`config.mk`:
```
export PLATFORM = sky130hd
export DESIGN_NAME = fvn_cfg
export DESIGN_NICKNAME = d
export VERILOG_FILES = /design/src/fvn_pkg.sv /design/src/fvn_cfg.sv
export SDC_FILE = /design/constraint.sdc
export NUM_CORES = 1
export LEC_CHECK = 0
export ABC_AREA = 1
export BUFFER_PORTS_ARGS = -buffer_cell sky130_fd_sc_hd__buf_4
export CORE_MARGIN = 3
export CORE_UTILIZATION = 48
export DETAILED_ROUTE_END_ITERATION = 10
export GPL_ROUTABILITY_DRIVEN = 1
export PLACE_DENSITY_LB_ADDON = 0.15
export SKIP_CTS_REPAIR_TIMING = 1
export SLEW_MARGIN = 20
export SYNTH_ARGS = -nofsm -noshare
export SYNTH_HDL_FRONTEND = slang
export SYNTH_SLANG_ARGS = --single-unit
```
`constraint.sdc`:
```
create_clock -name i_clk -period 1.34 [get_ports i_clk]
set_input_delay 0.268 -clock i_clk [delete_from_list [all_inputs] [get_ports i_clk]]
set_output_delay 0.268 -clock i_clk [all_outputs]
set_load 0.03 [all_outputs]
```
`src/fvn_pkg.sv`:
```
`default_nettype none
// ----------------------------------------------------------------------------
// fvn_pkg: shared types and constants for fractal value noise
// Widths, register codes, controller states, datapath operations, the
// permutation table and the reciprocal table for the final normalization.
// ----------------------------------------------------------------------------
package fvn_pkg;

    localparam int MAX_OCTAVES = 8;
    localparam int FRAC_BITS   = 16;
    localparam int LAT_BITS    = 8;

    localparam int COORD_W     = 32;
    localparam int FREQ_W      = 24;
    localparam int OCT_W       = 4;
    localparam int SEED_W      = 8;
    localparam int OFFSET_W    = 32;
    localparam int OUT_W       = 16;
    localparam int CFG_IDX_W   = 3;
    localparam int CFG_DATA_W  = 32;

    localparam int POS_W       = FRAC_BITS + LAT_BITS;
    localparam int ACC_W       = POS_W + MAX_OCTAVES;
    localparam int OCT_CNT_W   = (MAX_OCTAVES > 1) ? $clog2(MAX_OCTAVES) : 1;
    localparam int DIVIDEND_W  = ACC_W - (FRAC_BITS - LAT_BITS);
    localparam int RECIP_W     = 32;
    localparam int REM_W       = DIVIDEND_W + MAX_OCTAVES + 1;

    typedef enum logic [CFG_IDX_W-1:0] {
        CFG_FREQUENCY = 3'd0,
        CFG_OCTAVES   = 3'd1,
        CFG_SEED      = 3'd2,
        CFG_OFFSET_X  = 3'd3,
        CFG_OFFSET_Y  = 3'd4
    } t_cfg_idx;

    typedef struct packed {
        logic [FREQ_W-1:0] frequency;
        logic [OCT_W-1:0]  octaves;
        logic [SEED_W-1:0] seed;
        logic [POS_W-1:0]  offset_x;
        logic [POS_W-1:0]  offset_y;
    } t_cfg;

    typedef enum logic [3:0] {
        ST_IDLE,
        ST_SCALE_MUL,
        ST_SCALE_ADD,
        ST_SQUARE,
        ST_WEIGHT,
        ST_BLEND_X,
        ST_BLEND_Y,
        ST_ACCUM,
        ST_DIV_MUL,
        ST_DIV_FIX
    } t_state;

    typedef enum logic [3:0] {
        OP_NONE,
        OP_LOAD,
        OP_SCALE_MUL,
        OP_SCALE_ADD,
        OP_SQUARE,
        OP_WEIGHT,
        OP_BLEND_X,
        OP_BLEND_Y,
        OP_ACCUM,
        OP_DIV_MUL,
        OP_DIV_FIX
    } t_dp_op;

    typedef struct packed {
        t_dp_op op;
        logic   out_load;
    } t_dp_cmd;

    // floor((2^32-1)/(2^n-1)) for n = 1..MAX_OCTAVES
    localparam logic [RECIP_W-1:0] RECIP_TAB [MAX_OCTAVES] = '{
        32'hFFFF_FFFF / 32'd1,
        32'hFFFF_FFFF / 32'd3,
        32'hFFFF_FFFF / 32'd7,
        32'hFFFF_FFFF / 32'd15,
        32'hFFFF_FFFF / 32'd31,
        32'hFFFF_FFFF / 32'd63,
        32'hFFFF_FFFF / 32'd127,
        32'hFFFF_FFFF / 32'd255
    };

    localparam logic [7:0] PERM_ROM [256] = '{
        8'd151, 8'd160, 8'd137, 8'd91,  8'd90,  8'd15,  8'd131, 8'd13,
        8'd201, 8'd95,  8'd96,  8'd53,  8'd194, 8'd233, 8'd7,   8'd225,
        8'd140, 8'd36,  8'd103, 8'd30,  8'd69,  8'd142, 8'd8,   8'd99,
        8'd37,  8'd240, 8'd21,  8'd10,  8'd23,  8'd190, 8'd6,   8'd148,
        8'd247, 8'd120, 8'd234, 8'd75,  8'd0,   8'd26,  8'd197, 8'd62,
        8'd94,  8'd252, 8'd219, 8'd203, 8'd117, 8'd35,  8'd11,  8'd32,
        8'd57,  8'd177, 8'd33,  8'd88,  8'd237, 8'd149, 8'd56,  8'd87,
        8'd174, 8'd20,  8'd125, 8'd136, 8'd171, 8'd168, 8'd68,  8'd175,
        8'd74,  8'd165, 8'd71,  8'd134, 8'd139, 8'd48,  8'd27,  8'd166,
        8'd77,  8'd146, 8'd158, 8'd231, 8'd83,  8'd111, 8'd229, 8'd122,
        8'd60,  8'd211, 8'd133, 8'd230, 8'd220, 8'd105, 8'd92,  8'd41,
        8'd55,  8'd46,  8'd245, 8'd40,  8'd244, 8'd102, 8'd143, 8'd54,
        8'd65,  8'd25,  8'd63,  8'd161, 8'd1,   8'd216, 8'd80,  8'd73,
        8'd209, 8'd76,  8'd132, 8'd187, 8'd208, 8'd89,  8'd18,  8'd169,
        8'd200, 8'd196, 8'd135, 8'd130, 8'd116, 8'd188, 8'd159, 8'd86,
        8'd164, 8'd100, 8'd109, 8'd198, 8'd173, 8'd186, 8'd3,   8'd64,
        8'd52,  8'd217, 8'd226, 8'd250, 8'd124, 8'd123, 8'd5,   8'd202,
        8'd38,  8'd147, 8'd118, 8'd126, 8'd255, 8'd82,  8'd85,  8'd212,
        8'd207, 8'd206, 8'd59,  8'd227, 8'd47,  8'd16,  8'd58,  8'd17,
        8'd182, 8'd189, 8'd28,  8'd42,  8'd223, 8'd183, 8'd170, 8'd213,
        8'd119, 8'd248, 8'd152, 8'd2,   8'd44,  8'd154, 8'd163, 8'd70,
        8'd221, 8'd153, 8'd101, 8'd155, 8'd167, 8'd43,  8'd172, 8'd9,
        8'd129, 8'd22,  8'd39,  8'd253, 8'd19,  8'd98,  8'd108, 8'd110,
        8'd79,  8'd113, 8'd224, 8'd232, 8'd178, 8'd185, 8'd112, 8'd104,
        8'd218, 8'd246, 8'd97,  8'd228, 8'd251, 8'd34,  8'd242, 8'd193,
        8'd238, 8'd210, 8'd144, 8'd12,  8'd191, 8'd179, 8'd162, 8'd241,
        8'd81,  8'd51,  8'd145, 8'd235, 8'd249, 8'd14,  8'd239, 8'd107,
        8'd49,  8'd192, 8'd214, 8'd31,  8'd181, 8'd199, 8'd106, 8'd157,
        8'd184, 8'd84,  8'd204, 8'd176, 8'd115, 8'd121, 8'd50,  8'd45,
        8'd127, 8'd4,   8'd150, 8'd254, 8'd138, 8'd236, 8'd205, 8'd93,
        8'd222, 8'd114, 8'd67,  8'd29,  8'd24,  8'd72,  8'd243, 8'd141,
        8'd128, 8'd195, 8'd78,  8'd66,  8'd215, 8'd61,  8'd156, 8'd180
    };

    function automatic logic [7:0] perm(input logic [7:0] idx);
        return PERM_ROM[idx];
    endfunction

endpackage
`default_nettype wire

```
`src/fvn_cfg.sv`:
```
`default_nettype none
// ----------------------------------------------------------------------------
// fvn_cfg: configuration register file
// Takes register writes by index; the octave count is clamped on write to
// 1..MAX_OCTAVES, offsets keep only the bits that reach the lattice.
// ----------------------------------------------------------------------------
module fvn_cfg import fvn_pkg::*; (
    input  wire logic                  i_clk,
    input  wire logic                  i_rst_n,
    input  wire logic                  i_cfg_valid,
    input  wire logic [CFG_IDX_W-1:0]  i_cfg_index,
    input  wire logic [CFG_DATA_W-1:0] i_cfg_data,
    output logic                       o_cfg_ready,
    output t_cfg                       o_cfg
);

    t_cfg             r_cfg;
    t_cfg             n_cfg;
    logic [OCT_W-1:0] oct_raw;
    logic [OCT_W-1:0] oct_clamped;

    assign oct_raw = i_cfg_data[OCT_W-1:0];

    always_comb begin
        priority if (oct_raw == '0) begin
            oct_clamped = OCT_W'(1);
        end else if (oct_raw > OCT_W'(MAX_OCTAVES)) begin
            oct_clamped = OCT_W'(MAX_OCTAVES);
        end else begin
            oct_clamped = oct_raw;
        end
    end

    always_comb begin
        n_cfg = r_cfg;
        if (i_cfg_valid) begin
            unique case (t_cfg_idx'(i_cfg_index))
                CFG_FREQUENCY: n_cfg.frequency = i_cfg_data[FREQ_W-1:0];
                CFG_OCTAVES:   n_cfg.octaves   = oct_clamped;
                CFG_SEED:      n_cfg.seed      = i_cfg_data[SEED_W-1:0];
                CFG_OFFSET_X:  n_cfg.offset_x  = i_cfg_data[POS_W-1:0];
                CFG_OFFSET_Y:  n_cfg.offset_y  = i_cfg_data[POS_W-1:0];
                default:       n_cfg = r_cfg;
            endcase
        end
    end

    always_ff @(posedge i_clk) begin
        if (!i_rst_n) begin
            r_cfg.frequency <= FREQ_W'(1 << FRAC_BITS);
            r_cfg.octaves   <= OCT_W'(1);
            r_cfg.seed      <= '0;
            r_cfg.offset_x  <= '0;
            r_cfg.offset_y  <= '0;
        end else begin
            r_cfg <= n_cfg;
        end
    end

    assign o_cfg_ready = 1'b1;
    assign o_cfg       = r_cfg;

endmodule
`default_nettype wire

```
==> results.yml <==
status:
  status: "completed"
final_layout:
  antenna_cells: 0
  final_layout_size_suffix_gt1_frac: 0.247
  final_cell_area_sq_um: 4360
  layout.cells.most_common: "sky130_fd_sc_hd__nor2_1"
  max_reg_flops: 84
  final_net_count: 610
  syn2layout_area_growth_pct: 34.2
  most_frequent_cells_in_the_layout: "sky130_fd_sc_hd__nor2_1, sky130_fd_sc_hd__nand2_1, sky130_fd_sc_hd__buf_4"
routing:
  drc: 0
  routedWlPerCell_um: 11.7
  route.vias.total: 3037
  detail_route.wirelength_um: 7670
  detail_route.iter0.violations: 174
  detail_route.vias_per_cell: 4.65
  detail-route-antenna-nets: 0
  detail_route.first_pass.iterations: 4
min_path:
  holdCritPathClass: "in2reg"
  min_path_cells: 3
worst_setup_path:
  worstSetupPathType: "reg2out"
  critical_path_cell_count: 1
  cpLargestDelayFamily: "flip-flops"
  reg2reg_setup_slack_ps: 730
  worst-r2r-cell-count: 2
  timing.critical_path.slowest_cell_delay_ps: 360
  crit_chain: "buf_4"
  arrival_ps: 870
  cp_data_required_time_ps: 1070
  worstPathBufferInverterCount: 1
  cpMaxStageDelayCell: "sky130_fd_sc_hd__dfxtp_1"
  start_kind: "flip-flop"
  element_type_at_the_critical_path_end: "output pin"
  largest_driver_fanout_on_the_critical_path: 2
sta:
  final_worst_path_setup_slack_ps: 198
  finalWorstPathRequiredPeriod_ps: 1140
  finalSetupTns_ps: 0
  worst_clock_skew_on_the_final_layout_ps: 0
  final_cycle_utilization_of_the_critical_path: 0.852
  final_hold_viol_count: 0
  max_clock_freq_mhz: 876
  finalMaxSlewViolations: 0
  grt_setup_unrepaired: "no"
  final_setup_violations: 0
clock_network:
  max-clock-path-buffers: 2
  tritoncts_num_sinks: 84
  cts_max_level: 3
  cts-buffers-inserted: 9
  root_buffer: "sky130_fd_sc_hd__clkbuf_8"
  clk_latency_ps: 340
  tritoncts_clock_tree: "done"
  path_clk_slew_ps: 80
pwr:
  vdd_ir_drop_max_mv: 0.842
  power.density_cell_area_nw_per_um2: 1190
  power.leakage_nw: 2.12
place:
  hpwlAfterDp_um: 5390
  numPortBuffers: 113
  gpl.final_weighted_congestion: 0.795
  detailed_place.area_sq_um: 4160
  detailedPlace.worstSlack_ps: 95.1
global_route:
  number_of_antenna_violations_at_the_first_check_in_global_routing: 0
  grt_use_total: 0.197
  first_global_vias: 2647
  grt_max_degree: 85
  grt_overflow: 0
  grt_first_pass_wirelength_um: 11900
logic_synthesis:
  yosys.cell_types.count: 16
  yosys_warnings: 0
  synth-seq-area-share: 0.517
  synth.avg_cell_area_sq_um: 7.01
  mappedNetlistArea_sq_um: 3250
  synth.ff_latch_count: 84
  synthesized_netlist_net_count: 502
  syn_inst: 464
floorplanning:
  die_width_um: 88.3
  placeableCoreArea_sq_um: 6460
  design.die.area_sq_um: 7800
  die_height_um: 88.3
  num_rows: 29
  start_util: 0.504
  top_level_ports: 123
run:
  maxCapViolCount: 0
-- cell type report --
type | instances | area (sq um)
Clock inverter | 1 | 30.0
Fill cell | 576 | 2090
Inverter | 29 | 109
Tap cell | 77 | 96.3
Multi-Input combinational cell | 326 | 1300
Sequential cell | 84 | 1680
Clock buffer | 14 | 173
Timing Repair Buffer | 122 | 978
-- per-stage QoR --
stage / cells / power (mW) / hold WS, ps / utilization
2_1_floorplan: 464 / 3.13 / 394 / -
3_3_place_gp: 638 / 3.40 / 463 / 0.644
3_5_place_dp: 638 / 3.41 / 473 / 0.644
4_1_cts: 653 / 5.24 / 148 / 0.676
5_1_grt: 653 / 5.39 / 178 / 0.676
6_report: 653 / 5.19 / 167 / 0.676
-- layer usage --
layer  track usage  up-vias  part of all wire
li1              -     1590                 -
met1         0.235     1364              0.45
met2         0.331       81              0.47
met3        0.0698        2             0.072
met4        0.0632        0            0.0039
met5             0        -                 0
-- synth_stat cells, drive strengths merged --
cell    instances  area [sq um]
dfxtp          84          1680
o21ai          27           135
conb            1          3.75
buf            17           136
clkbuf          8          30.0
inv            29           109
nand3           3          15.0
nand2         126           485
nor2          169           657
-- worst paths after layout --
kind / from / endpoint
worst max-delay path: o_cfg[64] / o_cfg[64]
worst min-delay path: i_cfg_data[16] / o_cfg[76]
worst max register to register: o_cfg[56] / o_cfg[56]
worst min register to register: o_cfg[28] / o_cfg[28]
-- cell families (layout without fill, tap and decap cells) --
family	Yosys count	count (layout)	synth area share
AND/OR/NAND/NOR	298	298	0.356
AO/OA/AOI/OAI	27	27	0.0415
buffers and inverters	54	166	0.0846
flip-flops	84	84	0.517
other	1	1	0.00115
-- power breakdown --
part / switching (mW) / internal [mW]
Sequential: 0.0449 / 2.58
Combinational: 0.446 / 0.278
Clock: 0.830 / 1.01
Power figures use the tool's default switching activity.
