## config.mk

```make
export PLATFORM = sky130hd
export DESIGN_NAME = fvn_ctrl
export DESIGN_NICKNAME = d
export VERILOG_FILES = /design/src/fvn_pkg.sv /design/src/fvn_ctrl.sv
export SDC_FILE = /design/constraint.sdc
export NUM_CORES = 1
export LEC_CHECK = 0
export BUFFER_PORTS_ARGS = -buffer_cell sky130_fd_sc_hd__buf_4
export CORE_AREA = 2 2 39 41
export CTS_BUF_LIST = sky130_fd_sc_hd__clkbuf_8
export CTS_CLUSTER_SIZE = 10
export DETAILED_ROUTE_END_ITERATION = 10
export DIE_AREA = 0 0 41 43
export GPL_TIMING_DRIVEN = 0
export HOLD_SLACK_MARGIN = 0.06
export PLACE_DENSITY = 0.68
export SLEW_MARGIN = 20
export SYNTH_ARGS = -nofsm -noshare
export SYNTH_HDL_FRONTEND = slang
export SYNTH_SLANG_ARGS = --single-unit
```

## constraint.sdc

```tcl
create_clock -name i_clk -period 1.74 [get_ports i_clk]
set_input_delay 0.087 -clock i_clk [delete_from_list [all_inputs] [get_ports i_clk]]
set_output_delay 0.087 -clock i_clk [all_outputs]
set_load 0.01 [all_outputs]
```

## src/fvn_pkg.sv

```systemverilog
`default_nettype none
// ----------------------------------------------------------------------------
// fvn_pkg: shared types and constants for fractal value noise
// Widths, register codes, controller states, datapath operations, the
// permutation table and the reciprocal table for the final normalization.
// ----------------------------------------------------------------------------
package fvn_pkg;

    localparam int MAX_OCTAVES = 8;
    localparam int FRAC_BITS   = 16;
    localparam int LAT_BITS    = 8;

    localparam int COORD_W     = 32;
    localparam int FREQ_W      = 24;
    localparam int OCT_W       = 4;
    localparam int SEED_W      = 8;
    localparam int OFFSET_W    = 32;
    localparam int OUT_W       = 16;
    localparam int CFG_IDX_W   = 3;
    localparam int CFG_DATA_W  = 32;

    localparam int POS_W       = FRAC_BITS + LAT_BITS;
    localparam int ACC_W       = POS_W + MAX_OCTAVES;
    localparam int OCT_CNT_W   = (MAX_OCTAVES > 1) ? $clog2(MAX_OCTAVES) : 1;
    localparam int DIVIDEND_W  = ACC_W - (FRAC_BITS - LAT_BITS);
    localparam int RECIP_W     = 32;
    localparam int REM_W       = DIVIDEND_W + MAX_OCTAVES + 1;

    typedef enum logic [CFG_IDX_W-1:0] {
        CFG_FREQUENCY = 3'd0,
        CFG_OCTAVES   = 3'd1,
        CFG_SEED      = 3'd2,
        CFG_OFFSET_X  = 3'd3,
        CFG_OFFSET_Y  = 3'd4
    } t_cfg_idx;

    typedef struct packed {
        logic [FREQ_W-1:0] frequency;
        logic [OCT_W-1:0]  octaves;
        logic [SEED_W-1:0] seed;
        logic [POS_W-1:0]  offset_x;
        logic [POS_W-1:0]  offset_y;
    } t_cfg;

    typedef enum logic [3:0] {
        ST_IDLE,
        ST_SCALE_MUL,
        ST_SCALE_ADD,
        ST_SQUARE,
        ST_WEIGHT,
        ST_BLEND_X,
        ST_BLEND_Y,
        ST_ACCUM,
        ST_DIV_MUL,
        ST_DIV_FIX
    } t_state;

    typedef enum logic [3:0] {
        OP_NONE,
        OP_LOAD,
        OP_SCALE_MUL,
        OP_SCALE_ADD,
        OP_SQUARE,
        OP_WEIGHT,
        OP_BLEND_X,
        OP_BLEND_Y,
        OP_ACCUM,
        OP_DIV_MUL,
        OP_DIV_FIX
    } t_dp_op;

    typedef struct packed {
        t_dp_op op;
        logic   out_load;
    } t_dp_cmd;

    // floor((2^32-1)/(2^n-1)) for n = 1..MAX_OCTAVES
    localparam logic [RECIP_W-1:0] RECIP_TAB [MAX_OCTAVES] = '{
        32'hFFFF_FFFF / 32'd1,
        32'hFFFF_FFFF / 32'd3,
        32'hFFFF_FFFF / 32'd7,
        32'hFFFF_FFFF / 32'd15,
        32'hFFFF_FFFF / 32'd31,
        32'hFFFF_FFFF / 32'd63,
        32'hFFFF_FFFF / 32'd127,
        32'hFFFF_FFFF / 32'd255
    };

    localparam logic [7:0] PERM_ROM [256] = '{
        8'd151, 8'd160, 8'd137, 8'd91,  8'd90,  8'd15,  8'd131, 8'd13,
        8'd201, 8'd95,  8'd96,  8'd53,  8'd194, 8'd233, 8'd7,   8'd225,
        8'd140, 8'd36,  8'd103, 8'd30,  8'd69,  8'd142, 8'd8,   8'd99,
        8'd37,  8'd240, 8'd21,  8'd10,  8'd23,  8'd190, 8'd6,   8'd148,
        8'd247, 8'd120, 8'd234, 8'd75,  8'd0,   8'd26,  8'd197, 8'd62,
        8'd94,  8'd252, 8'd219, 8'd203, 8'd117, 8'd35,  8'd11,  8'd32,
        8'd57,  8'd177, 8'd33,  8'd88,  8'd237, 8'd149, 8'd56,  8'd87,
        8'd174, 8'd20,  8'd125, 8'd136, 8'd171, 8'd168, 8'd68,  8'd175,
        8'd74,  8'd165, 8'd71,  8'd134, 8'd139, 8'd48,  8'd27,  8'd166,
        8'd77,  8'd146, 8'd158, 8'd231, 8'd83,  8'd111, 8'd229, 8'd122,
        8'd60,  8'd211, 8'd133, 8'd230, 8'd220, 8'd105, 8'd92,  8'd41,
        8'd55,  8'd46,  8'd245, 8'd40,  8'd244, 8'd102, 8'd143, 8'd54,
        8'd65,  8'd25,  8'd63,  8'd161, 8'd1,   8'd216, 8'd80,  8'd73,
        8'd209, 8'd76,  8'd132, 8'd187, 8'd208, 8'd89,  8'd18,  8'd169,
        8'd200, 8'd196, 8'd135, 8'd130, 8'd116, 8'd188, 8'd159, 8'd86,
        8'd164, 8'd100, 8'd109, 8'd198, 8'd173, 8'd186, 8'd3,   8'd64,
        8'd52,  8'd217, 8'd226, 8'd250, 8'd124, 8'd123, 8'd5,   8'd202,
        8'd38,  8'd147, 8'd118, 8'd126, 8'd255, 8'd82,  8'd85,  8'd212,
        8'd207, 8'd206, 8'd59,  8'd227, 8'd47,  8'd16,  8'd58,  8'd17,
        8'd182, 8'd189, 8'd28,  8'd42,  8'd223, 8'd183, 8'd170, 8'd213,
        8'd119, 8'd248, 8'd152, 8'd2,   8'd44,  8'd154, 8'd163, 8'd70,
        8'd221, 8'd153, 8'd101, 8'd155, 8'd167, 8'd43,  8'd172, 8'd9,
        8'd129, 8'd22,  8'd39,  8'd253, 8'd19,  8'd98,  8'd108, 8'd110,
        8'd79,  8'd113, 8'd224, 8'd232, 8'd178, 8'd185, 8'd112, 8'd104,
        8'd218, 8'd246, 8'd97,  8'd228, 8'd251, 8'd34,  8'd242, 8'd193,
        8'd238, 8'd210, 8'd144, 8'd12,  8'd191, 8'd179, 8'd162, 8'd241,
        8'd81,  8'd51,  8'd145, 8'd235, 8'd249, 8'd14,  8'd239, 8'd107,
        8'd49,  8'd192, 8'd214, 8'd31,  8'd181, 8'd199, 8'd106, 8'd157,
        8'd184, 8'd84,  8'd204, 8'd176, 8'd115, 8'd121, 8'd50,  8'd45,
        8'd127, 8'd4,   8'd150, 8'd254, 8'd138, 8'd236, 8'd205, 8'd93,
        8'd222, 8'd114, 8'd67,  8'd29,  8'd24,  8'd72,  8'd243, 8'd141,
        8'd128, 8'd195, 8'd78,  8'd66,  8'd215, 8'd61,  8'd156, 8'd180
    };

    function automatic logic [7:0] perm(input logic [7:0] idx);
        return PERM_ROM[idx];
    endfunction

endpackage
`default_nettype wire

```

## src/fvn_ctrl.sv

```systemverilog
`default_nettype none
// ----------------------------------------------------------------------------
// fvn_ctrl: sequencer for the noise datapath
// Steps scale, four steps per octave, accumulate and normalize; owns the
// input stall and the output valid flag.
// ----------------------------------------------------------------------------
module fvn_ctrl import fvn_pkg::*; (
    input  wire logic             i_clk,
    input  wire logic             i_rst_n,
    input  wire logic             i_valid,
    input  wire logic             i_stall,
    input  wire logic [OCT_W-1:0] i_octaves,
    output logic                  o_stall,
    output logic                  o_valid,
    output t_dp_cmd               o_cmd
);

    t_state               r_state;
    t_state               n_state;
    logic [OCT_CNT_W-1:0] r_oct;
    logic [OCT_CNT_W-1:0] n_oct;
    logic                 r_out_valid;
    logic                 n_out_valid;
    logic                 last_octave;
    logic                 out_free;

    assign last_octave = (OCT_W'(r_oct) == (i_octaves - OCT_W'(1)));
    assign out_free    = !r_out_valid || !i_stall;

    // next state
    always_comb begin
        n_state = r_state;
        n_oct   = r_oct;
        unique case (r_state)
            ST_IDLE: begin
                if (i_valid) n_state = ST_SCALE_MUL;
            end
            ST_SCALE_MUL: n_state = ST_SCALE_ADD;
            ST_SCALE_ADD: begin
                n_state = ST_SQUARE;
                n_oct   = '0;
            end
            ST_SQUARE:  n_state = ST_WEIGHT;
            ST_WEIGHT:  n_state = ST_BLEND_X;
            ST_BLEND_X: n_state = ST_BLEND_Y;
            ST_BLEND_Y: begin
                if (last_octave) begin
                    n_state = ST_ACCUM;
                end else begin
                    n_state = ST_SQUARE;
                    n_oct   = r_oct + OCT_CNT_W'(1);
                end
            end
            ST_ACCUM:   n_state = ST_DIV_MUL;
            ST_DIV_MUL: n_state = ST_DIV_FIX;
            ST_DIV_FIX: begin
                // hold until the output register frees up
                if (out_free) n_state = ST_IDLE;
            end
            default: n_state = ST_IDLE;
        endcase
    end

    // outputs
    always_comb begin
        o_cmd.op       = OP_NONE;
        o_cmd.out_load = 1'b0;
        unique case (r_state)
            ST_IDLE:      o_cmd.op = i_valid ? OP_LOAD : OP_NONE;
            ST_SCALE_MUL: o_cmd.op = OP_SCALE_MUL;
            ST_SCALE_ADD: o_cmd.op = OP_SCALE_ADD;
            ST_SQUARE:    o_cmd.op = OP_SQUARE;
            ST_WEIGHT:    o_cmd.op = OP_WEIGHT;
            ST_BLEND_X:   o_cmd.op = OP_BLEND_X;
            ST_BLEND_Y:   o_cmd.op = OP_BLEND_Y;
            ST_ACCUM:     o_cmd.op = OP_ACCUM;
            ST_DIV_MUL:   o_cmd.op = OP_DIV_MUL;
            ST_DIV_FIX: begin
                o_cmd.op       = OP_DIV_FIX;
                o_cmd.out_load = out_free;
            end
            default:      o_cmd.op = OP_NONE;
        endcase
    end

    always_comb begin
        n_out_valid = r_out_valid;
        if (r_out_valid && !i_stall) n_out_valid = 1'b0;
        if (o_cmd.out_load)          n_out_valid = 1'b1;
    end

    always_ff @(posedge i_clk) begin
        if (!i_rst_n) begin
            r_state     <= ST_IDLE;
            r_oct       <= '0;
            r_out_valid <= 1'b0;
        end else begin
            r_state     <= n_state;
            r_oct       <= n_oct;
            r_out_valid <= n_out_valid;
        end
    end

    assign o_stall = (r_state != ST_IDLE);
    assign o_valid = r_out_valid;

endmodule
`default_nettype wire

```

==> results of run 1 <==
-- routing by layer --
metal	part of all wire, %	vias to the layer above	GRT usage, %	wire length [um]
li1	-	295	-	-
met1	48	268	21.68	592
met2	49	8	23.75	608
met3	3.6	0	9.424	45
met4	0	0	10.00	0
met5	0	-	0	0
-- power by group --
part / internal [uW] / switching (uW)
Clock: 151 / 81.7
Combinational: 95.8 / 87.4
Sequential: 196 / 10.2
Total: 442 / 179
-- cell usage in the layout (no fill, tap or decap) --
| cell | n |
|---|---|
| or3_1 | 1 |
| mux2i_1 | 3 |
| nand3_1 | 2 |
| and3_1 | 1 |
| nand2b_1 | 2 |
| dfxtp_1 | 8 |
| o21ai_0 | 2 |
| o311ai_0 | 1 |
| nor2_1 | 4 |
| o31ai_1 | 1 |
| or2_2 | 1 |
| xnor2_2 | 1 |
| a311oi_1 | 1 |
| nor3b_2 | 1 |
| buf_4 | 17 |
| or2b_2 | 1 |
| nand2_1 | 8 |
| a21boi_0 | 2 |
| or2b_1 | 1 |
| clkbuf_8 | 5 |
| o41a_1 | 1 |
| inv_1 | 4 |
| o211ai_1 | 1 |
| nor4b_4 | 1 |
| nand4b_1 | 2 |
| a21o_1 | 2 |
| nor4_1 | 1 |
| nor2b_1 | 1 |
| o21ai_2 | 1 |
| o21a_1 | 1 |
| a21oi_1 | 4 |
| ha_1 | 2 |
| xnor2_1 | 4 |
| o21ai_1 | 1 |
| nor3_1 | 2 |
-- final cells by class --
type	instances	area [um^2]	area share [%]
buffer	5	50.05	6.240
multi-input combinational	57	410.4	51.17
timing repair buffer	14	105.1	13.10
inverter	4	15.01	1.872
clock buffer	3	41.29	5.148
tap	16	20.02	2.496
sequential	8	160.2	19.97
-- registers in the layout (all words and copies together), names as in the netlist --
register,cells
r_oct,3
r_state,4
o_valid,1
-- final timing paths --
kind / from / to / slack [ns] / cells after the start
max: r_state[2] / o_cmd[1] / 0.19 / 6
max reg2reg: r_state[1] / r_oct[1] / 0.31 / 5
min: i_rst_n / r_state[0] / 0.14 / 2
min reg2reg: r_oct[1] / r_oct[1] / 0.49 / 2
-- logic make-up (layout without fill, tap and decap cells) --
group	Yosys count	count (layout)	synth area share, %
DFF	8	8	25.20
buffers and inverters	9	26	10.24
AOI/OAI and AO/OA	18	18	19.69
xor gates and xnor gates	5	5	8.071
adders and majority gates	2	2	3.936
muxes	3	3	4.725
and+or+nand+nor	29	29	28.15
-- through the flow --
step / setup slack, ns / hold slack [ns] / cell area (um^2) / total power [uW] / utilization (%)
3_3_place_gp: 0.2957 / 0.3849 / 760.7 / 389.0 / 54.97
5_1_grt: 0.08911 / 0.1375 / 802.0 / 659.2 / 57.96
4_1_cts: 0.1701 / 0.1292 / 802.0 / 633.0 / 57.96
6_report: 0.1896 / 0.1360 / 802.0 / 621.4 / 57.96
3_5_place_dp: 0.2763 / 0.3767 / 760.7 / 393.5 / 54.97
2_1_floorplan: 0.5017 / 0.2329 / 635.6 / 333.7 / -
==> summary.md, run 1 <==
| Metric | Value |
|---|---|
| Maximum clock frequency | `645.0 MHz` |
| Critical path class | `flip-flop to output port` |
| Leading area contributor after synthesis | `dfxtp_1` |
| Via count | `~570` |
| Endpoints failing hold | `0` |
| Antenna violations before repair | `0` |
| Largest net degree at the start of global routing | `11` |
| Post-Layout Cell Count | `107` |
| Post-Syn Area | `635.6 um^2` |
| Clock buffer count from CTS | `3` |
| Buf/Inv on CP | `2` |
| Type of destination of the critical path | `output port` |
| Min Tclk post-route | `1.550 ns` |
| H-tree depth | `1` |
| Maxcap violations | `0` |
| Routed length per placed instance | `11.64 um` |
| Final HPWL DP | `~960 um` |
| Worst vdd ir | `roughly 0.52 mV` |
| CTS tree | `done` |
| Port buffer count | `14` |
| TritonCTS sink count | `8` |
| P_leak | `about 0.00035 uW` |
| Final WL | `1.246 mm` |
| # DRC | `0` |
| RSZ-0062 raised after global routing | `no` |
| Hold buffers post-CTS | `0` |
| Buffer count from post-CTS setup fixing | `0` |
| Worst skew pair latency | `between 0.2 and 0.25 ns` |
| Total GRT Usage | `around 18%` |
| Most used DFF post-synth | `dfxtp_1` |
| Yosys Warn Count | `0` |
| WP data required | `1.65 ns` |
| Async SR Flop Fraction | `0%` |
| Post-Place Cells | `104` |
| N_diodes | `0` |
| Synth top cells by count | `dfxtp_1, nand2_1` |
| First-pass GRT wire length | `between 2 and 2.5 mm` |
| Slowest-stage cell, CP | `or2_2` |
| Worst Setup Start Kind | `flip-flop` |
| # IOs | `15` |
| Initial DRC count | `9` |
| Grt total ovfl | `0` |
| Post-route antenna net violation count | `0` |
| Arr. time, crit path | `between 1 and 1.5 ns` |
| Setup violations, final | `0` |
| Most frequent CP cell | `buf_4` |
| Slew HR | `about 77%` |
| Yosys cell types | `35` |
| Pwr Density | `between 700 and 800 nW/um^2` |
| Post-CTS sizing | `0` |
| Syn Inst Count | `74` |
| Final nets | `between 100 and 150` |
| Starting Density | `~46%` |
| Status | `finished, final reports clean` |
| Area Growth Syn to Fin | `26.18%` |
| Slowest stage delay, CP | `0.31 ns` |
| Net Count, Synth | `84` |
| Final slew viol count | `0` |
| DR pass1 iterations | `3` |
| Worst Max-Slew Pin Slew | `~0.34 ns` |
| Synth top area cells | `dfxtp_1, xnor2_1, mux2i_1` |
| Post-synth top area share | `about a quarter` |
| Clock root buffer | `clkbuf_8` |
| Share of cells above drive strength 1 | `around 31%` |
| Die Span X | `41 um` |
| Number of global-route vias before repair | `around 490` |
| Full die area | `~1800 um^2` |
| Die Y-Extent | `between 40 and 50 um` |
| Clock transition at path regs | `0.05 ns` |
| Cell Rows | `14` |
| HP Class | `input pin to flip-flop` |
| Clock buffer depth | `2` |
| Core Box Area | `between 1000 and 1500 um^2` |
| Final period util | `89.11%` |
| Routed vias/inst | `roughly 5.3` |
| Final GP Congestion | `roughly 0.71` |
| Crit path cell chain | `buf_4 -> or2_2 -> nor3_1 -> a21oi_1 -> nor2b_1 -> buf_4` |
| #FFs+latches synth | `8` |
| CP top delay family | `simple AND/OR/NAND/NOR gates` |
| Mean Syn Cell Area | `between 8 and 9 um^2` |
| Fraction of the yosys area taken by sequential cells | `between 20% and 30%` |
| Clock skew | `~0.0062 ns` |
| CP max FO | `9` |
| Number of synthesized flops with an enable pin | `0` |
| Setup TNS | `0 ns` |
| Fill count | `between 100 and 150` |
Note: power is estimated with default switching activity, not from simulation.
==> run 2: changes to the inputs <==
PLACE_DENSITY = not set   (was 0.68)
PLACE_DENSITY_LB_ADDON = 0.08   (was not set)
==> run 2 against run 1 <==
Total power fell by 2.3%. Clock power fell by 6%. Global-route usage fell by 2.4 points. Highest routed layer unchanged. Core utilization did not move. Final cell count did not move. Maximum frequency rose by 1.1%.
==> summary.md, run 2 (synthesis gave the netlist of run 1 again) <==
| Metric | Value |
|---|---|
| Status | `finished, final reports clean` |
| CP max FO | `9` |
| Worst R2R Setup Slack | `0.35 ns` |
| Port buffer count | `14` |
| Maxcap violations | `0` |
| Final period util | `around nine tenths` |
| Post-Layout Cell Count | `between 100 and 150` |
| Fill count | `140` |
| First-pass GRT wire length | `roughly 1.8 mm` |
| Buffer count from post-CTS setup fixing | `0` |
| Most frequent CP cell | `buf_4` |
| Worst vdd ir | `0.9206 mV` |
| Hold path start | `i_rst_n` |
| Final nets | `roughly 100` |
| Number of global-route vias before repair | `roughly 460` |
| Clock transition at path regs | `around 0.040 ns` |
| Most frequent cells in the layout | `buf_4, nand2_1, dfxtp_1` |
| Commonest non-fill, non-tap cell in the layout | `buf_4` |
| Critical path class | `flip-flop to output port` |
| TritonCTS sink count | `8` |
| N_diodes | `0` |
| Die Span X | `between 40 and 50 um` |
| Hold-critical path depth | `2` |
| Grt total ovfl | `0` |
| Int Power | `440.8 uW` |
| H-tree depth | `1` |
| Via count | `between 500 and 600` |
| Flop pwr share | `between 30% and 40%` |
| Area Growth Syn to Fin | `26.18%` |
| Slew HR | `78.07%` |
| Final HPWL DP | `928.6 um` |
| Post-Place Cells | `around 100` |
| # DRC | `0` |
| Max FFs per register | `4` |
| RR Endpoint | `r_oct[0]` |
| Slowest-stage cell, CP | `or2_2` |
| # IOs | `15` |
| Final GP Congestion | `a little under 0.8` |
| Routed vias/inst | `between 5 and 6` |
| Clock Power Share | `between 30% and 40%` |
| Share of cells above drive strength 1 | `between 30% and 40%` |
| Sw Share | `27.41%` |
| Setup TNS | `0 ns` |
| Worst Setup Start Kind | `flip-flop` |
| Setup violations, final | `0` |
| Slowest stage delay, CP | `around 0.31 ns` |
| Worst Max-Slew Pin Slew | `roughly 0.33 ns` |
| Maximum clock frequency | `roughly 650 MHz` |
| HP Class | `input pin to flip-flop` |
| Largest net degree at the start of global routing | `11` |
| Clock root buffer | `clkbuf_8` |
| R2R depth | `5` |
| R2R Path Start | `r_state[1]` |
| RSZ-0062 raised after global routing | `no` |
| CTS tree | `done` |
| Final WL | `roughly 1.2 mm` |
| Core Box Area | `around 1400 um^2` |
| Min Tclk post-route | `1.533 ns` |
| Type of destination of the critical path | `output port` |
| Antenna violations before repair | `0` |
| DR pass1 iterations | `4` |
| Starting Density | `a little under half` |
| Final slew viol count | `0` |
| Post-CTS sizing | `0` |
| Total GRT Usage | `15.26%` |
| Final core utilization | `57.96%` |
| Post-route antenna net violation count | `0` |
| Crit path cell chain | `buf_4 -> or2_2 -> nor3_1 -> a21oi_1 -> nor2b_1 -> buf_4` |
| Full die area | `between 1500 and 2000 um^2` |
| Hold buffers post-CTS | `0` |
| Die Y-Extent | `43 um` |
| Psw | `roughly 170 uW` |
| Cell Rows | `14` |
| Endpoints failing hold | `0` |
| Routed length per placed instance | `roughly 11 um` |
| Clock buffer count from CTS | `3` |
| WHS Endpoint | `r_state[0]` |
| Clock skew | `a little under 0.006 ns` |
| Initial DRC count | `12` |
| Pwr Density | `757.2 nW/um^2` |
| WP data required | `between 1.5 and 2 ns` |
| Biggest register | `r_state` |
| P_leak | `around 0.00035 uW` |
| Arr. time, crit path | `around 1.5 ns` |
| Worst skew pair latency | `roughly 0.23 ns` |
| Clock buffer depth | `2` |
| Combinational group share of total power | `approximately 30%` |
-- run 2: cell type report --
type	count	area, um^2	share of cell area (%)
Clock buffer	3	41.29	5.148
Tap cell	16	20.02	2.496
Buffer	5	50.05	6.240
Multi-Input combinational cell	57	410.4	51.17
Timing Repair Buffer	14	105.1	13.10
Sequential cell	8	160.2	19.97
Inverter	4	15.01	1.872
-- run 2: layer usage --
metal | vias up | wire length (um) | global-route usage [%]
li1 | 295 | - | -
met1 | 256 | 538 | 17.36
met2 | 14 | 555 | 24.06
met3 | 0 | 82 | 9.424
met4 | 0 | 0 | 2.000
met5 | - | 0 | 0
-- run 2: power by group through the flow --
stage | clock [uW] | combinational (uW) | sequential (uW)
floorplan | 0 | 127 | 207
global route | 234 | 202 | 208
global placement | 0 | 181 | 210
finish | 218 | 182 | 207
detailed placement | 0 | 183 | 210
CTS | 225 | 184 | 207
-- run 2: worst max-delay path by stage --
stage	cells after the start	slack, ns	startpoint	end
after floorplan	5	0.50	r_state[1]	r_oct[0]
after global placement	7	0.31	i_octaves[0]	r_state[2]
after detailed placement	7	0.28	i_octaves[0]	r_state[2]
after CTS	6	0.20	r_state[2]	o_cmd[1]
after global routing	5	0.15	r_state[2]	o_cmd[1]
final	6	0.21	r_state[2]	o_cmd[1]
-- run 2: per-stage QoR --
stage               hold WS [ns]  worst slack, ns  cell area (um^2)  total power, uW
floorplan                 0.2329           0.5017             635.6            333.7
global placement          0.3765           0.3063             760.7            390.8
detailed placement        0.3801           0.2829             760.7            393.4
CTS                       0.1437           0.2029             802.0            615.3
global route              0.1626           0.1544             802.0            643.7
finish                    0.1487           0.2069             802.0            607.3
-- run 2: worst max-delay path: cells and delay by family (launching register included) --
family | cells | cell delay, ns
flops | 1 | 0.29
simple gates | 3 | 0.58
buf+inv | 2 | 0.28
compound gates | 1 | 0.07
==> run 3: changes to the inputs <==
clock period = 1.5 ns   (was 1.74 ns; I/O delays follow)
==> run 3 against run 2 <==
Wire length decreased by 0.26%. Cell area increased by 2.7%. Total power increased by 18%. Worst setup slack got worse by 0.14 ns. Via count decreased by 0.53%. Final cell count unchanged. Critical path depth decreased by 2. Critical endpoint is now o_stall. Largest power group unchanged.
==> summary.md, run 3 (synthesis gave the netlist of run 1 again) <==
| Metric | Value |
|---|---|
| Status | `finished, final reports clean` |
| Slew HR | `between 70% and 80%` |
| Post-CTS sizing | `2` |
| Clock transition at path regs | `about 0.04 ns` |
| Pwr Density | `just under 900 nW/um^2` |
| P_leak | `roughly 0.00035 uW` |
| CTS tree | `done` |
| Final HPWL DP | `about 930 um` |
| Maxcap violations | `0` |
| First-pass GRT wire length | `~1.8 mm` |
| Total GRT Usage | `around 15%` |
| Critical path class | `flip-flop to output port` |
| Clock buffer depth | `2` |
| Arr. time, crit path | `roughly 1.4 ns` |
| Antenna violations before repair | `0` |
| Endpoints failing hold | `0` |
| CP max FO | `9` |
| Hold path start | `i_rst_n` |
| Buf/Inv on CP | `2` |
| Worst Setup Start Kind | `flip-flop` |
| Setup crit start | `r_state[2]` |
| Slowest-stage cell, CP | `dfxtp_1` |
| Slowest stage delay, CP | `about 0.30 ns` |
| Min Tclk post-route | `1.434 ns` |
| Worst vdd ir | `roughly 1.0 mV` |
| Grt total ovfl | `0` |
| Hold buffers post-CTS | `0` |
| Biggest register | `r_state` |
| Final core utilization | `about three fifths` |
| # DRC | `0` |
| Largest net degree at the start of global routing | `11` |
| Initial DRC count | `12` |
| Final GP Congestion | `between 0.7 and 0.8` |
| N_diodes | `0` |
| TritonCTS sink count | `8` |
| Final slew viol count | `0` |
| WP data required | `~1.4 ns` |
| H-tree depth | `1` |
| Full die area | `roughly 1800 um^2` |
| Post-route antenna net violation count | `0` |
| # IOs | `15` |
| HP Class | `input pin to flip-flop` |
| DR pass1 iterations | `4` |
| Commonest non-fill, non-tap cell in the layout | `buf_4` |
| Worst Max-Slew Pin Slew | `around 0.33 ns` |
| Buffer count from post-CTS setup fixing | `0` |
| Port buffer count | `14` |
| Via count | `roughly 560` |
| Worst skew pair latency | `0.23 ns` |
| Clock buffer count from CTS | `3` |
| Share of cells above drive strength 1 | `between 30 and 40%` |
| CP top delay family | `simple AND/OR/NAND/NOR gates` |
| Maximum clock frequency | `~700 MHz` |
| R2R Path Start | `r_state[1]` |
| Routed vias/inst | `approximately 5.3` |
| Starting Density | `a little under half` |
| Final period util | `95.57%` |
| Final nets | `a little over 100` |
| RSZ-0062 raised after global routing | `no` |
| Die Span X | `~40 um` |
| Crit path cell chain | `buf_6 -> or2_4 -> or3_1 -> buf_4` |
| Setup violations, final | `0` |
| Type of destination of the critical path | `output port` |
| Final WL | `approximately 1.2 mm` |
| Area Growth Syn to Fin | `29.53%` |
| Clock root buffer | `clkbuf_8` |
| Max FFs per register | `4` |
| Number of global-route vias before repair | `approximately 460` |
| Die Y-Extent | `~43 um` |
| Clock skew | `0.006057 ns` |
| Most frequent cells in the layout | `buf_4, nand2_1, dfxtp_1` |
| Core Box Area | `between 1000 and 1500 um^2` |
| Setup TNS | `0 ns` |
| Routed length per placed instance | `~11 um` |
| Cell Rows | `14` |
==> run 3: cell count changes in the layout (fill, tap and decap cells not counted) <==
cell     before  now
a21oi_1       4    3
a21oi_2       0    1
buf_4        17   16
buf_6         0    1
nor3_1        2    1
nor3_2        0    1
nor3b_2       1    0
nor3b_4       0    1
or2_2         1    0
or2_4         0    1
==> run 3: worst paths after layout <==
kind,end,slack [ns],depth (start not counted)
setup / recovery,o_stall,0.07,4
hold / removal,r_state[0],0.14,2
setup reg to reg,r_oct[0],0.17,5
hold reg to reg,r_oct[2],0.50,2
==> run 3: area by class of cell <==
type | count | area [um^2]
clock buffer | 3 | 41.29
inverter | 4 | 15.01
multi-input combinational | 57 | 427.9
fill | 141 | 560.5
timing repair buffer | 14 | 105.1
tap | 16 | 20.02
sequential | 8 | 160.2
buffer | 5 | 53.80
==> run 3: report_power, final <==
group          leakage (uW)  total (uW)  switching [uW]  internal [uW]
clock             0.0000216         253            79.6            173
sequential        0.0000651         241            13.6            227
combinational      0.000260         222             103            119
==> run 3: metal layers <==
| metal | GRT usage, % | wire [um] |
|---|---|---|
| met5 | 0 | 0 |
| met4 | 2.000 | 0 |
| met3 | 9.424 | 82 |
| met2 | 24.06 | 555 |
| met1 | 17.36 | 535 |
==> run 3: stage by stage <==
step                hold WS (ns)  cell area [um^2]  power (uW)  setup WS, ns  std cells
finish                    0.1366             823.3       715.9       0.06638        107
global route              0.1506             823.3       760.0       0.01448        107
CTS                       0.1317             809.5       718.4       0.04113        107
detailed placement        0.3681             760.7       456.4       0.05488        104
global placement          0.3645             760.7       453.4       0.07834        104
floorplan                 0.2209             635.6       387.1        0.2617         74
